## src/design/bvm_pkg.sv

```systemverilog
// Shared constants, register indexes and interface structs for the battery
// voltage monitor. No dependencies; used by every module of the block.
package bvm_pkg;

  // Window depth and converter resolution
  localparam int unsigned WINDOW   = 16;
  localparam int unsigned ADC_BITS = 10;

  // Field widths
  localparam int unsigned ADC_W   = 10;
  localparam int unsigned SCALE_W = 16;
  localparam int unsigned MV_W    = 18;
  localparam int unsigned PCT_W   = 7;

  // Derived widths
  localparam int unsigned SUM_W  = MV_W + $clog2(WINDOW);
  localparam int unsigned CNT_W  = $clog2(WINDOW + 1);
  localparam int unsigned SLOT_W = (WINDOW > 1) ? $clog2(WINDOW) : 1;
  localparam int unsigned PROD_W = ADC_BITS + SCALE_W;
  localparam int unsigned NUM_W  = MV_W + PCT_W;
  localparam int unsigned STEP_W = $clog2(MV_W + 1);
  localparam int unsigned FRAC_BITS = 8;

  // Stream and config port widths
  localparam int unsigned S_TDATA_W  = 16;
  localparam int unsigned M_TDATA_W  = 32;
  localparam int unsigned CFG_IDX_W  = 4;
  localparam int unsigned CFG_DATA_W = 18;

  localparam logic [MV_W-1:0]  MV_MAX   = {MV_W{1'b1}};
  localparam logic [PCT_W-1:0] PCT_FULL = PCT_W'(100);

  // Register indexes
  localparam logic [CFG_IDX_W-1:0] REG_MV_PER_COUNT = CFG_IDX_W'(0);
  localparam logic [CFG_IDX_W-1:0] REG_EMPTY_MV     = CFG_IDX_W'(1);
  localparam logic [CFG_IDX_W-1:0] REG_FULL_MV      = CFG_IDX_W'(2);
  localparam logic [CFG_IDX_W-1:0] REG_CRITICAL_MV  = CFG_IDX_W'(3);

  // Register reset values
  localparam logic [SCALE_W-1:0] RST_MV_PER_COUNT = SCALE_W'(22373);
  localparam logic [MV_W-1:0]    RST_EMPTY_MV     = MV_W'(30000);
  localparam logic [MV_W-1:0]    RST_FULL_MV      = MV_W'(42000);
  localparam logic [MV_W-1:0]    RST_CRITICAL_MV  = MV_W'(32000);

  typedef struct packed {
    logic [SCALE_W-1:0] mv_per_count_q8;
    logic [MV_W-1:0]    empty_mv;
    logic [MV_W-1:0]    full_mv;
    logic [MV_W-1:0]    critical_mv;
  } bvm_cfg_t;

  // Controller -> datapath
  typedef struct packed {
    logic load_sample;
    logic scale;
    logic update;
    logic div_load_avg;
    logic div_step;
    logic classify;
    logic div_load_pct;
    logic emit;
  } bvm_cmd_t;

  // Datapath -> controller
  typedef struct packed {
    logic div_done;
    logic in_span;
    logic out_busy;
  } bvm_status_t;

endpackage

```

## src/design/bvm_datapath.sv

```systemverilog
// Datapath of the battery voltage monitor: scaling, sample window, running
// sum, shared restoring divider and output register. Depends on bvm_pkg.
module bvm_datapath (
  input  logic                          clk_i,
  input  logic                          rst_ni,
  input  bvm_pkg::bvm_cmd_t             cmd_i,
  output bvm_pkg::bvm_status_t          status_o,
  input  bvm_pkg::bvm_cfg_t             cfg_i,
  input  logic [bvm_pkg::ADC_W-1:0]     adc_sample_i,
  input  logic                          out_ready_i,
  output logic                          out_valid_o,
  output logic [bvm_pkg::MV_W-1:0]      average_mv_o,
  output logic [bvm_pkg::PCT_W-1:0]     charge_percent_o,
  output logic                          unsafe_o,
  output logic                          window_full_o
);
  import bvm_pkg::*;

  logic [ADC_W-1:0]  sample_q;
  logic [MV_W-1:0]   mv_q;
  logic [MV_W-1:0]   window_q [WINDOW];
  logic [SLOT_W-1:0] slot_q, slot_d;
  logic [CNT_W-1:0]  count_q, count_d;
  logic [SUM_W-1:0]  sum_q, sum_d;
  logic [MV_W-1:0]   rem_q, rem_d;
  logic [MV_W-1:0]   quo_q, quo_d;
  logic [MV_W-1:0]   den_q;
  logic [STEP_W-1:0] step_q, step_d;
  logic [MV_W-1:0]   avg_q;
  logic              in_span_q, ge_full_q, unsafe_q;
  logic              out_valid_q;
  logic [MV_W-1:0]   out_avg_q;
  logic [PCT_W-1:0]  out_pct_q;
  logic              out_unsafe_q, out_full_q;

  logic [ADC_BITS-1:0] counts;
  logic [PROD_W-1:0]   prod, prod_sh;
  logic [MV_W-1:0]     mv_d;
  logic                win_full;
  logic [MV_W-1:0]     old_mv;
  logic [MV_W:0]       trial, diff;
  logic                ge;
  logic [NUM_W-1:0]    num;

  // Scale: (counts * q8) >> 8, saturated to the millivolt range
  assign counts  = ADC_BITS'(sample_q);
  assign prod    = PROD_W'(counts) * PROD_W'(cfg_i.mv_per_count_q8);
  assign prod_sh = prod >> FRAC_BITS;
  assign mv_d    = (prod_sh > PROD_W'(MV_MAX)) ? MV_MAX : MV_W'(prod_sh);

  // Until the window has wrapped, the slot being overwritten was never written
  assign win_full = (count_q == CNT_W'(WINDOW));
  assign old_mv   = win_full ? window_q[slot_q] : '0;

  // Restoring divider step
  assign trial = {rem_q, quo_q[MV_W-1]};
  assign ge    = (trial >= {1'b0, den_q});
  assign diff  = trial - {1'b0, den_q};

  assign num = NUM_W'(avg_q - cfg_i.empty_mv) * NUM_W'(PCT_FULL);

  always_comb begin
    slot_d  = slot_q;
    count_d = count_q;
    sum_d   = sum_q;
    if (cmd_i.update) begin
      sum_d   = sum_q - SUM_W'(old_mv) + SUM_W'(mv_q);
      slot_d  = (slot_q == SLOT_W'(WINDOW - 1)) ? '0 : slot_q + SLOT_W'(1);
      count_d = win_full ? count_q : count_q + CNT_W'(1);
    end
  end

  always_comb begin
    rem_d  = rem_q;
    quo_d  = quo_q;
    step_d = step_q;
    if (cmd_i.div_load_avg) begin
      rem_d  = MV_W'(sum_q >> MV_W);
      quo_d  = sum_q[MV_W-1:0];
      step_d = STEP_W'(MV_W);
    end else if (cmd_i.div_load_pct) begin
      // quotient is below 128, so the top bits are already a valid remainder
      rem_d  = num[NUM_W-1:PCT_W];
      quo_d  = {num[PCT_W-1:0], {(MV_W-PCT_W){1'b0}}};
      step_d = STEP_W'(PCT_W);
    end else if (cmd_i.div_step) begin
      rem_d  = ge ? diff[MV_W-1:0] : trial[MV_W-1:0];
      quo_d  = {quo_q[MV_W-2:0], ge};
      step_d = step_q - STEP_W'(1);
    end
  end

  // Control state
  always_ff @(posedge clk_i or negedge rst_ni) begin
    if (!rst_ni) begin
      slot_q      <= '0;
      count_q     <= '0;
      sum_q       <= '0;
      step_q      <= '0;
      out_valid_q <= 1'b0;
    end else begin
      slot_q  <= slot_d;
      count_q <= count_d;
      sum_q   <= sum_d;
      step_q  <= step_d;
      if (cmd_i.emit) begin
        out_valid_q <= 1'b1;
      end else if (out_ready_i) begin
        out_valid_q <= 1'b0;
      end
    end
  end

  // Payload
  always_ff @(posedge clk_i) begin
    rem_q <= rem_d;
    quo_q <= quo_d;
    if (cmd_i.load_sample) begin
      sample_q <= adc_sample_i;
    end
    if (cmd_i.scale) begin
      mv_q <= mv_d;
    end
    if (cmd_i.update) begin
      window_q[slot_q] <= mv_q;
    end
    if (cmd_i.div_load_avg) begin
      den_q <= MV_W'(count_q);
    end else if (cmd_i.div_load_pct) begin
      den_q <= cfg_i.full_mv - cfg_i.empty_mv;
    end
    if (cmd_i.classify) begin
      avg_q     <= quo_q;
      ge_full_q <= (quo_q >= cfg_i.full_mv);
      in_span_q <= (quo_q < cfg_i.full_mv) && (quo_q > cfg_i.empty_mv);
      unsafe_q  <= (quo_q < cfg_i.critical_mv);
    end
    if (cmd_i.emit) begin
      out_avg_q    <= avg_q;
      out_pct_q    <= in_span_q ? quo_q[PCT_W-1:0] : (ge_full_q ? PCT_FULL : '0);
      out_unsafe_q <= unsafe_q;
      out_full_q   <= win_full;
    end
  end

  assign status_o.div_done = (step_q == '0);
  assign status_o.in_span  = in_span_q;
  assign status_o.out_busy = out_valid_q && !out_ready_i;

  assign out_valid_o      = out_valid_q;
  assign average_mv_o     = out_avg_q;
  assign charge_percent_o = out_pct_q;
  assign unsafe_o         = out_unsafe_q;
  assign window_full_o    = out_full_q;

  a_count_bound: assert property (@(posedge clk_i) disable iff (!rst_ni)
    count_q <= CNT_W'(WINDOW))
    else $error("fill count past window size");

  a_step_live: assert property (@(posedge clk_i) disable iff (!rst_ni)
    cmd_i.div_step |-> step_q != '0)
    else $error("divider stepped after finishing");

  a_emit_valid: assert property (@(posedge clk_i) disable iff (!rst_ni)
    cmd_i.emit |=> out_valid_q)
    else $error("emit did not raise output valid");

  a_pct_range: assert property (@(posedge clk_i) disable iff (!rst_ni)
    $rose(out_valid_q) |-> out_pct_q <= PCT_FULL)
    else $error("charge percent above 100");

endmodule

```

## src/design/bvm_ctrl.sv

```systemverilog
// Controller state machine of the battery voltage monitor: sequences scale,
// window update, the two divisions and the output load. Depends on bvm_pkg.
module bvm_ctrl (
  input  logic                 clk_i,
  input  logic                 rst_ni,
  input  logic                 in_valid_i,
  output logic                 in_ready_o,
  input  bvm_pkg::bvm_status_t status_i,
  output bvm_pkg::bvm_cmd_t    cmd_o
);
  import bvm_pkg::*;

  typedef enum logic [3:0] {
    ST_IDLE,
    ST_SCALE,
    ST_UPDATE,
    ST_AVG_LOAD,
    ST_AVG_DIV,
    ST_CLASSIFY,
    ST_PCT_LOAD,
    ST_PCT_DIV,
    ST_EMIT
  } state_e;

  state_e state_q, state_d;

  always_comb begin
    state_d = state_q;
    cmd_o   = '0;
    case (state_q)
      ST_IDLE: begin
        cmd_o.load_sample = in_valid_i;
        if (in_valid_i) state_d = ST_SCALE;
      end
      ST_SCALE: begin
        cmd_o.scale = 1'b1;
        state_d     = ST_UPDATE;
      end
      ST_UPDATE: begin
        cmd_o.update = 1'b1;
        state_d      = ST_AVG_LOAD;
      end
      ST_AVG_LOAD: begin
        cmd_o.div_load_avg = 1'b1;
        state_d            = ST_AVG_DIV;
      end
      ST_AVG_DIV: begin
        cmd_o.div_step = !status_i.div_done;
        if (status_i.div_done) state_d = ST_CLASSIFY;
      end
      ST_CLASSIFY: begin
        cmd_o.classify = 1'b1;
        state_d        = ST_PCT_LOAD;
      end
      ST_PCT_LOAD: begin
        // percent division only between empty and full
        cmd_o.div_load_pct = status_i.in_span;
        state_d            = status_i.in_span ? ST_PCT_DIV : ST_EMIT;
      end
      ST_PCT_DIV: begin
        cmd_o.div_step = !status_i.div_done;
        if (status_i.div_done) state_d = ST_EMIT;
      end
      ST_EMIT: begin
        cmd_o.emit = !status_i.out_busy;
        if (!status_i.out_busy) state_d = ST_IDLE;
      end
      default: state_d = ST_IDLE;
    endcase
  end

  always_ff @(posedge clk_i or negedge rst_ni) begin
    if (!rst_ni) begin
      state_q <= ST_IDLE;
    end else begin
      state_q <= state_d;
    end
  end

  assign in_ready_o = (state_q == ST_IDLE);

endmodule

```

## src/design/battery_voltage_monitor_unit.sv

```systemverilog
// Top level of the battery voltage monitor: config registers, stream ports,
// controller and datapath. Depends on bvm_pkg, bvm_ctrl and bvm_datapath.
//
// Takes one raw ADC reading per input item, scales it to millivolts as
// (sample * mv_per_count_q8) >> 8 (saturated to 18 bits), keeps it in a
// 16-entry moving window and returns one result item: the floor mean of the
// filled entries, a clamped linear charge percent between empty_mv and
// full_mv, an unsafe flag (mean below critical_mv) and a window-full flag.
// One item is in flight at a time. The time from acceptance of an item until
// the next one can be taken is set mainly by the shared restoring divider,
// which produces one quotient bit per cycle: 18 bits for the mean, then 7
// bits for the percent; the percent division is skipped when the mean lies
// outside the empty..full span. A finished result waits in the output register,
// so the next item is accepted while it is still pending. Config writes are
// always ready and take effect at once; write them only while idle.
module battery_voltage_monitor_unit (
  input  logic                                clk_i,
  input  logic                                rst_ni,
  // item input: [9:0] adc_sample
  input  logic                                s_axis_tvalid,
  output logic                                s_axis_tready,
  input  logic [bvm_pkg::S_TDATA_W-1:0]       s_axis_tdata,
  // result: [17:0] average_mv, [24:18] charge_percent, [25] unsafe,
  //         [26] window_full
  output logic                                m_axis_tvalid,
  input  logic                                m_axis_tready,
  output logic [bvm_pkg::M_TDATA_W-1:0]       m_axis_tdata,
  // config write channel
  input  logic                                cfg_valid_i,
  output logic                                cfg_ready_o,
  input  logic [bvm_pkg::CFG_IDX_W-1:0]       cfg_index_i,
  input  logic [bvm_pkg::CFG_DATA_W-1:0]      cfg_data_i
);
  import bvm_pkg::*;

  bvm_cfg_t    cfg_q;
  bvm_cmd_t    cmd;
  bvm_status_t status;

  logic [MV_W-1:0]  average_mv;
  logic [PCT_W-1:0] charge_percent;
  logic             unsafe;
  logic             window_full;

  assign cfg_ready_o = 1'b1;

  // Config registers; unknown indexes are dropped
  always_ff @(posedge clk_i or negedge rst_ni) begin
    if (!rst_ni) begin
      cfg_q.mv_per_count_q8 <= RST_MV_PER_COUNT;
      cfg_q.empty_mv        <= RST_EMPTY_MV;
      cfg_q.full_mv         <= RST_FULL_MV;
      cfg_q.critical_mv     <= RST_CRITICAL_MV;
    end else if (cfg_valid_i && cfg_ready_o) begin
      case (cfg_index_i)
        REG_MV_PER_COUNT: cfg_q.mv_per_count_q8 <= cfg_data_i[SCALE_W-1:0];
        REG_EMPTY_MV:     cfg_q.empty_mv        <= cfg_data_i[MV_W-1:0];
        REG_FULL_MV:      cfg_q.full_mv         <= cfg_data_i[MV_W-1:0];
        REG_CRITICAL_MV:  cfg_q.critical_mv     <= cfg_data_i[MV_W-1:0];
        default: ;
      endcase
    end
  end

  bvm_ctrl u_ctrl (
    .clk_i      (clk_i),
    .rst_ni     (rst_ni),
    .in_valid_i (s_axis_tvalid),
    .in_ready_o (s_axis_tready),
    .status_i   (status),
    .cmd_o      (cmd)
  );

  bvm_datapath u_datapath (
    .clk_i            (clk_i),
    .rst_ni           (rst_ni),
    .cmd_i            (cmd),
    .status_o         (status),
    .cfg_i            (cfg_q),
    .adc_sample_i     (s_axis_tdata[ADC_W-1:0]),
    .out_ready_i      (m_axis_tready),
    .out_valid_o      (m_axis_tvalid),
    .average_mv_o     (average_mv),
    .charge_percent_o (charge_percent),
    .unsafe_o         (unsafe),
    .window_full_o    (window_full)
  );

  assign m_axis_tdata = {{(M_TDATA_W-MV_W-PCT_W-2){1'b0}},
                         window_full, unsafe, charge_percent, average_mv};

endmodule

```

## config.mk

```make
export PLATFORM = sky130hd
export DESIGN_NAME = battery_voltage_monitor_unit
export DESIGN_NICKNAME = d
export VERILOG_FILES = /design/src/design/bvm_pkg.sv /design/src/design/bvm_datapath.sv /design/src/design/bvm_ctrl.sv /design/src/design/battery_voltage_monitor_unit.sv
export SDC_FILE = /design/constraint.sdc
export NUM_CORES = 1
export LEC_CHECK = 0
export ABC_AREA = 0
export BUFFER_PORTS_ARGS = -buffer_cell sky130_fd_sc_hd__buf_2
export CAP_MARGIN = 20
export CORE_UTILIZATION = 58
export CTS_CLUSTER_DIAMETER = 60
export DETAILED_ROUTE_END_ITERATION = 10
export GPL_TIMING_DRIVEN = 1
export PLACE_DENSITY_LB_ADDON = 0.08
export SLEW_MARGIN = 10
export SYNTH_ARGS = -nofsm -noshare
export SYNTH_HDL_FRONTEND = slang
export SYNTH_SLANG_ARGS = --single-unit
```

## constraint.sdc

```tcl
create_clock -name clk_i -period 5.3 [get_ports clk_i]
set_input_delay 0.53 -clock clk_i [delete_from_list [all_inputs] [get_ports clk_i]]
set_output_delay 0.53 -clock clk_i [all_outputs]
set_load 0.005 [all_outputs]
```

==> results.md <==
- Max stage delay on crit path: 0.60 ns
- Clock slew at reported path FFs: 0.06 ns
- Buf/Inv on CP: 3
- Synth top cells by count: edfxtp_1 (391), inv_1 (364), ha_1 (249)
- Routed via count: 21,700
- Clock buffer count from CTS: 58
- Nets: 3,375
- Non-Filler Instances: 3,732
- Overall routed net length: 79.2 mm
- Initial Util: 0.587
- Die area: 56,700 µm²
- CP required: 5.70 ns
- Ys async rst share: 0.210
- Unique masters post-synth: 89
- Final worst-path cycle share: 1.01
- Fillers: 4,014
- WP data arrival: 5.75 ns
- Fmax: 187 MHz
- Slew HR: 0.330
- Violated checks: setup timing
- Post-synthesis sequential area ratio: 0.467
- CTS tree: done
- Register area: 15,100 µm²
- CP max-delay cell: fa_1
- Critical Path, Cell by Cell: buf_6, and2_4, fa_1, fa_1, fa_1, fa_1, inv_2, fa_1, inv_2, ha_4, a21oi_2, o21ai_2, nor3_2, a211o_1, a31oi_4, a21o_1, a311o_1
- Cell mode on critical path: fa_1
- Startpoint types: flip-flop
- Cell with the most instances after synthesis: edfxtp_1
- DP HPWL: 57.0 mm
- CTS Buffer Depth: 3
- Post-Syn Area: 32,300 µm²
- Final hold vios: 0
- Routed Antenna Nets: 0
- Vias per inst: 5.81
- Final setup margin: -0.0459 ns
- Number of synthesized flops with an enable pin: 391
- Root Driver: clkbuf_16
- Setup crit end kind: flip-flop
- Mapped Cells: 2,686
- Crit-path max FO: 5
- Dominant synthesized flop cell: edfxtp_1
- Buffers added on ports: 65
- TritonCTS Sinks: 529
- Initial antenna violation count: 1
- Top cell type by total area after synthesis: edfxtp_1
- Vias in the first global route: 22,235
- Gpl congestion: 0.910
- Setup violations, final: 5
- Final min period: 5.35 ns
- Initial DRC count: 1,488
- Fraction of layout instances using a drive strength above 1: 0.227
- Largest net degree at the start of global routing: 59
- Placed cell area: 34,500 µm²
- DRC viols: 0
- Wire length per cell: 21.2 µm
- Die width: 238 µm
- Layout area overhead: 16.5%
- Yosys warns: 0
- Max H-tree Level: 2
- # IOs: 78
- Setup_tns: -0.113 ns
- Synth area leaders: edfxtp_1 (36%), ha_1 (9.6%), fa_1 (9.2%), dfrtp_1 (6.6%), mux4_2 (6.3%)
- Core outline area: 55,100 µm²
- CP top delay family: adder cells
- Antenna cell count: 0
- Post-synthesis register bit count: 529
- Final Cell Area: 37,600 µm²
- DIE HEIGHT: 238 µm
- Synth Area per Inst: 12.0 µm²
- Status: finished with violations
- HP Class: in -> reg
- Remaining Overflow, GRT: 0
- Max cap viols: 0
- Area share of the largest cell type after synthesis: 0.363
- First-pass GRT wire length: 123 mm
- GRT Util Overall: 0.286
- Dpl cells: 3,560
- Multi-input combinational cell area: 16,100 µm²
- Initial DRT Pass Iterations: 5
- Tightest Pin Transition: 1.00 ns
- Std cell rows: 86
- Max Slew Vio Count: 0
- Kind of critical path: reg -> reg
- RSZ-0062 raised after global routing: true
- Clock Latency Late Sink: 0.65 ns
- Clk_skew: 0.0361 ns
-- path summary, 6_finish.rpt --
| check | startpoint | end | slack (ns) | cells past startpoint |
|---|---|---|---|---|
| min in group asynchronous | rst_ni | cfg_q[69] | 0.55 | 2 |
| max in group asynchronous | rst_ni | u_datapath.slot_q[0] | 3.71 | 3 |
| hold / removal | s_axis_tdata[5] | u_datapath.counts[5] | 0.05 | 1 |
| hold reg to reg | u_datapath.unsafe_q | u_datapath.unsafe_o | 0.44 | 0 |
| setup / recovery | cfg_q[62] | u_datapath.mv_q[17] | -0.05 | 17 |
| setup reg to reg | cfg_q[62] | u_datapath.mv_q[17] | -0.05 | 17 |
-- worst reg2reg max path, cell delays in order, from the launching register on --
cell and delay, ns:
dfstp_2 0.59, buf_6 0.11, and2_4 0.13, fa_1 0.43
fa_1 0.60, fa_1 0.46, fa_1 0.54, inv_2 0.04
fa_1 0.51, inv_2 0.05, ha_4 0.25, a21oi_2 0.16
o21ai_2 0.09, nor3_2 0.19, a211o_1 0.29, a31oi_4 0.15
a21o_1 0.22, a311o_1 0.30
-- layout by cell type (no fill, tap or decap), drive strengths merged, types with 11 or more instances in the layout --
master	Yosys	final
nor3	37	37
nand3	54	54
mux2	52	52
dfrtp	85	85
xnor2	55	55
or3	16	16
and3	11	11
ha	249	249
nand2b	25	25
mux4	90	90
a21o	34	34
a21oi	108	108
buf	22	280
fa	148	148
nand2	205	205
dfstp	26	26
clkbuf	74	70
nand4	18	18
clkinv	0	22
inv	365	371
o211ai	16	16
a211oi	14	14
o21a	21	21
edfxtp	391	391
o21ai	134	134
nor2b	21	21
dfxtp	27	27
nor2	90	90
xor2	31	31
and2	108	108
-- cells by family (layout without fill, tap and decap cells) --
kind of cell | Yosys count | count (layout) | share of synthesized area
muxes | 150 | 150 | 0.0833
xor gates and xnor gates | 87 | 87 | 0.0240
other | 2 | 6 | 0.000232
buffers and inverters | 461 | 755 | 0.0548
and+or+nand+nor | 625 | 625 | 0.0969
DFF | 529 | 529 | 0.467
adders and majority gates | 397 | 397 | 0.188
AOI/OAI and AO/OA | 435 | 435 | 0.0856
-- stage by stage --
stage	hold slack (ns)	setup WS (ns)	util
global placement	0.406	-0.188	0.625
floorplan	0.234	0.00492	-
detailed placement	0.419	-0.236	0.626
CTS	0.0234	0.00501	0.673
finish	0.0531	-0.0459	0.683
global route	0.0333	-0.213	0.683
-- flip-flops by register name, indices dropped and copies added, names as in the netlist --
signal	cells
u_datapath.window_q	288
u_datapath.den_q	18
u_datapath.sum_q	22
u_datapath.rem_q	18
u_datapath.charge_percent_o	7
u_datapath.slot_q	4
u_datapath.window_full_o	1
u_datapath.quo_q	18
u_datapath.avg_q	18
u_datapath.step_q	5
u_datapath.average_mv_o	18
u_datapath.unsafe_q	1
cfg_q	70
u_datapath.mv_q	18
u_datapath.ge_full_q	1
u_ctrl.state_q	4
u_datapath.out_valid_o	1
u_datapath.in_span_q	1
u_datapath.counts	10
u_datapath.unsafe_o	1
u_datapath.count_q	5
-- layout make-up --
type / instances / area share
multi-input cells: 1700 / 0.427
well taps: 748 / 0.0249
clock buffers: 70 / 0.0400
inverters: 365 / 0.0364
flip-flops and latches: 529 / 0.401
repair buffers: 281 / 0.0567
clock inverters: 39 / 0.0141
-- metal layers --
layer | vias to the layer above | wire (µm) | global-route usage
li1 | 10016 | - | -
met1 | 10930 | 31500 | 0.361
met2 | 578 | 40900 | 0.507
met3 | 176 | 3950 | 0.0353
met4 | 0 | 2840 | 0.103
met5 | - | 0 | 0
-- timing repair --
action                                  CTS  global route
resized for setup                        57            65
setup buffers                            38            22
pin swaps                                57            73
endpoints found under the hold margin    37             0
hold buffers                              1             0
endpoints found under the setup margin   12            20
Power is left out: the tool's default activity adds up to more than one toggle a clock period on the data nets, which glitch-free logic cannot reach.
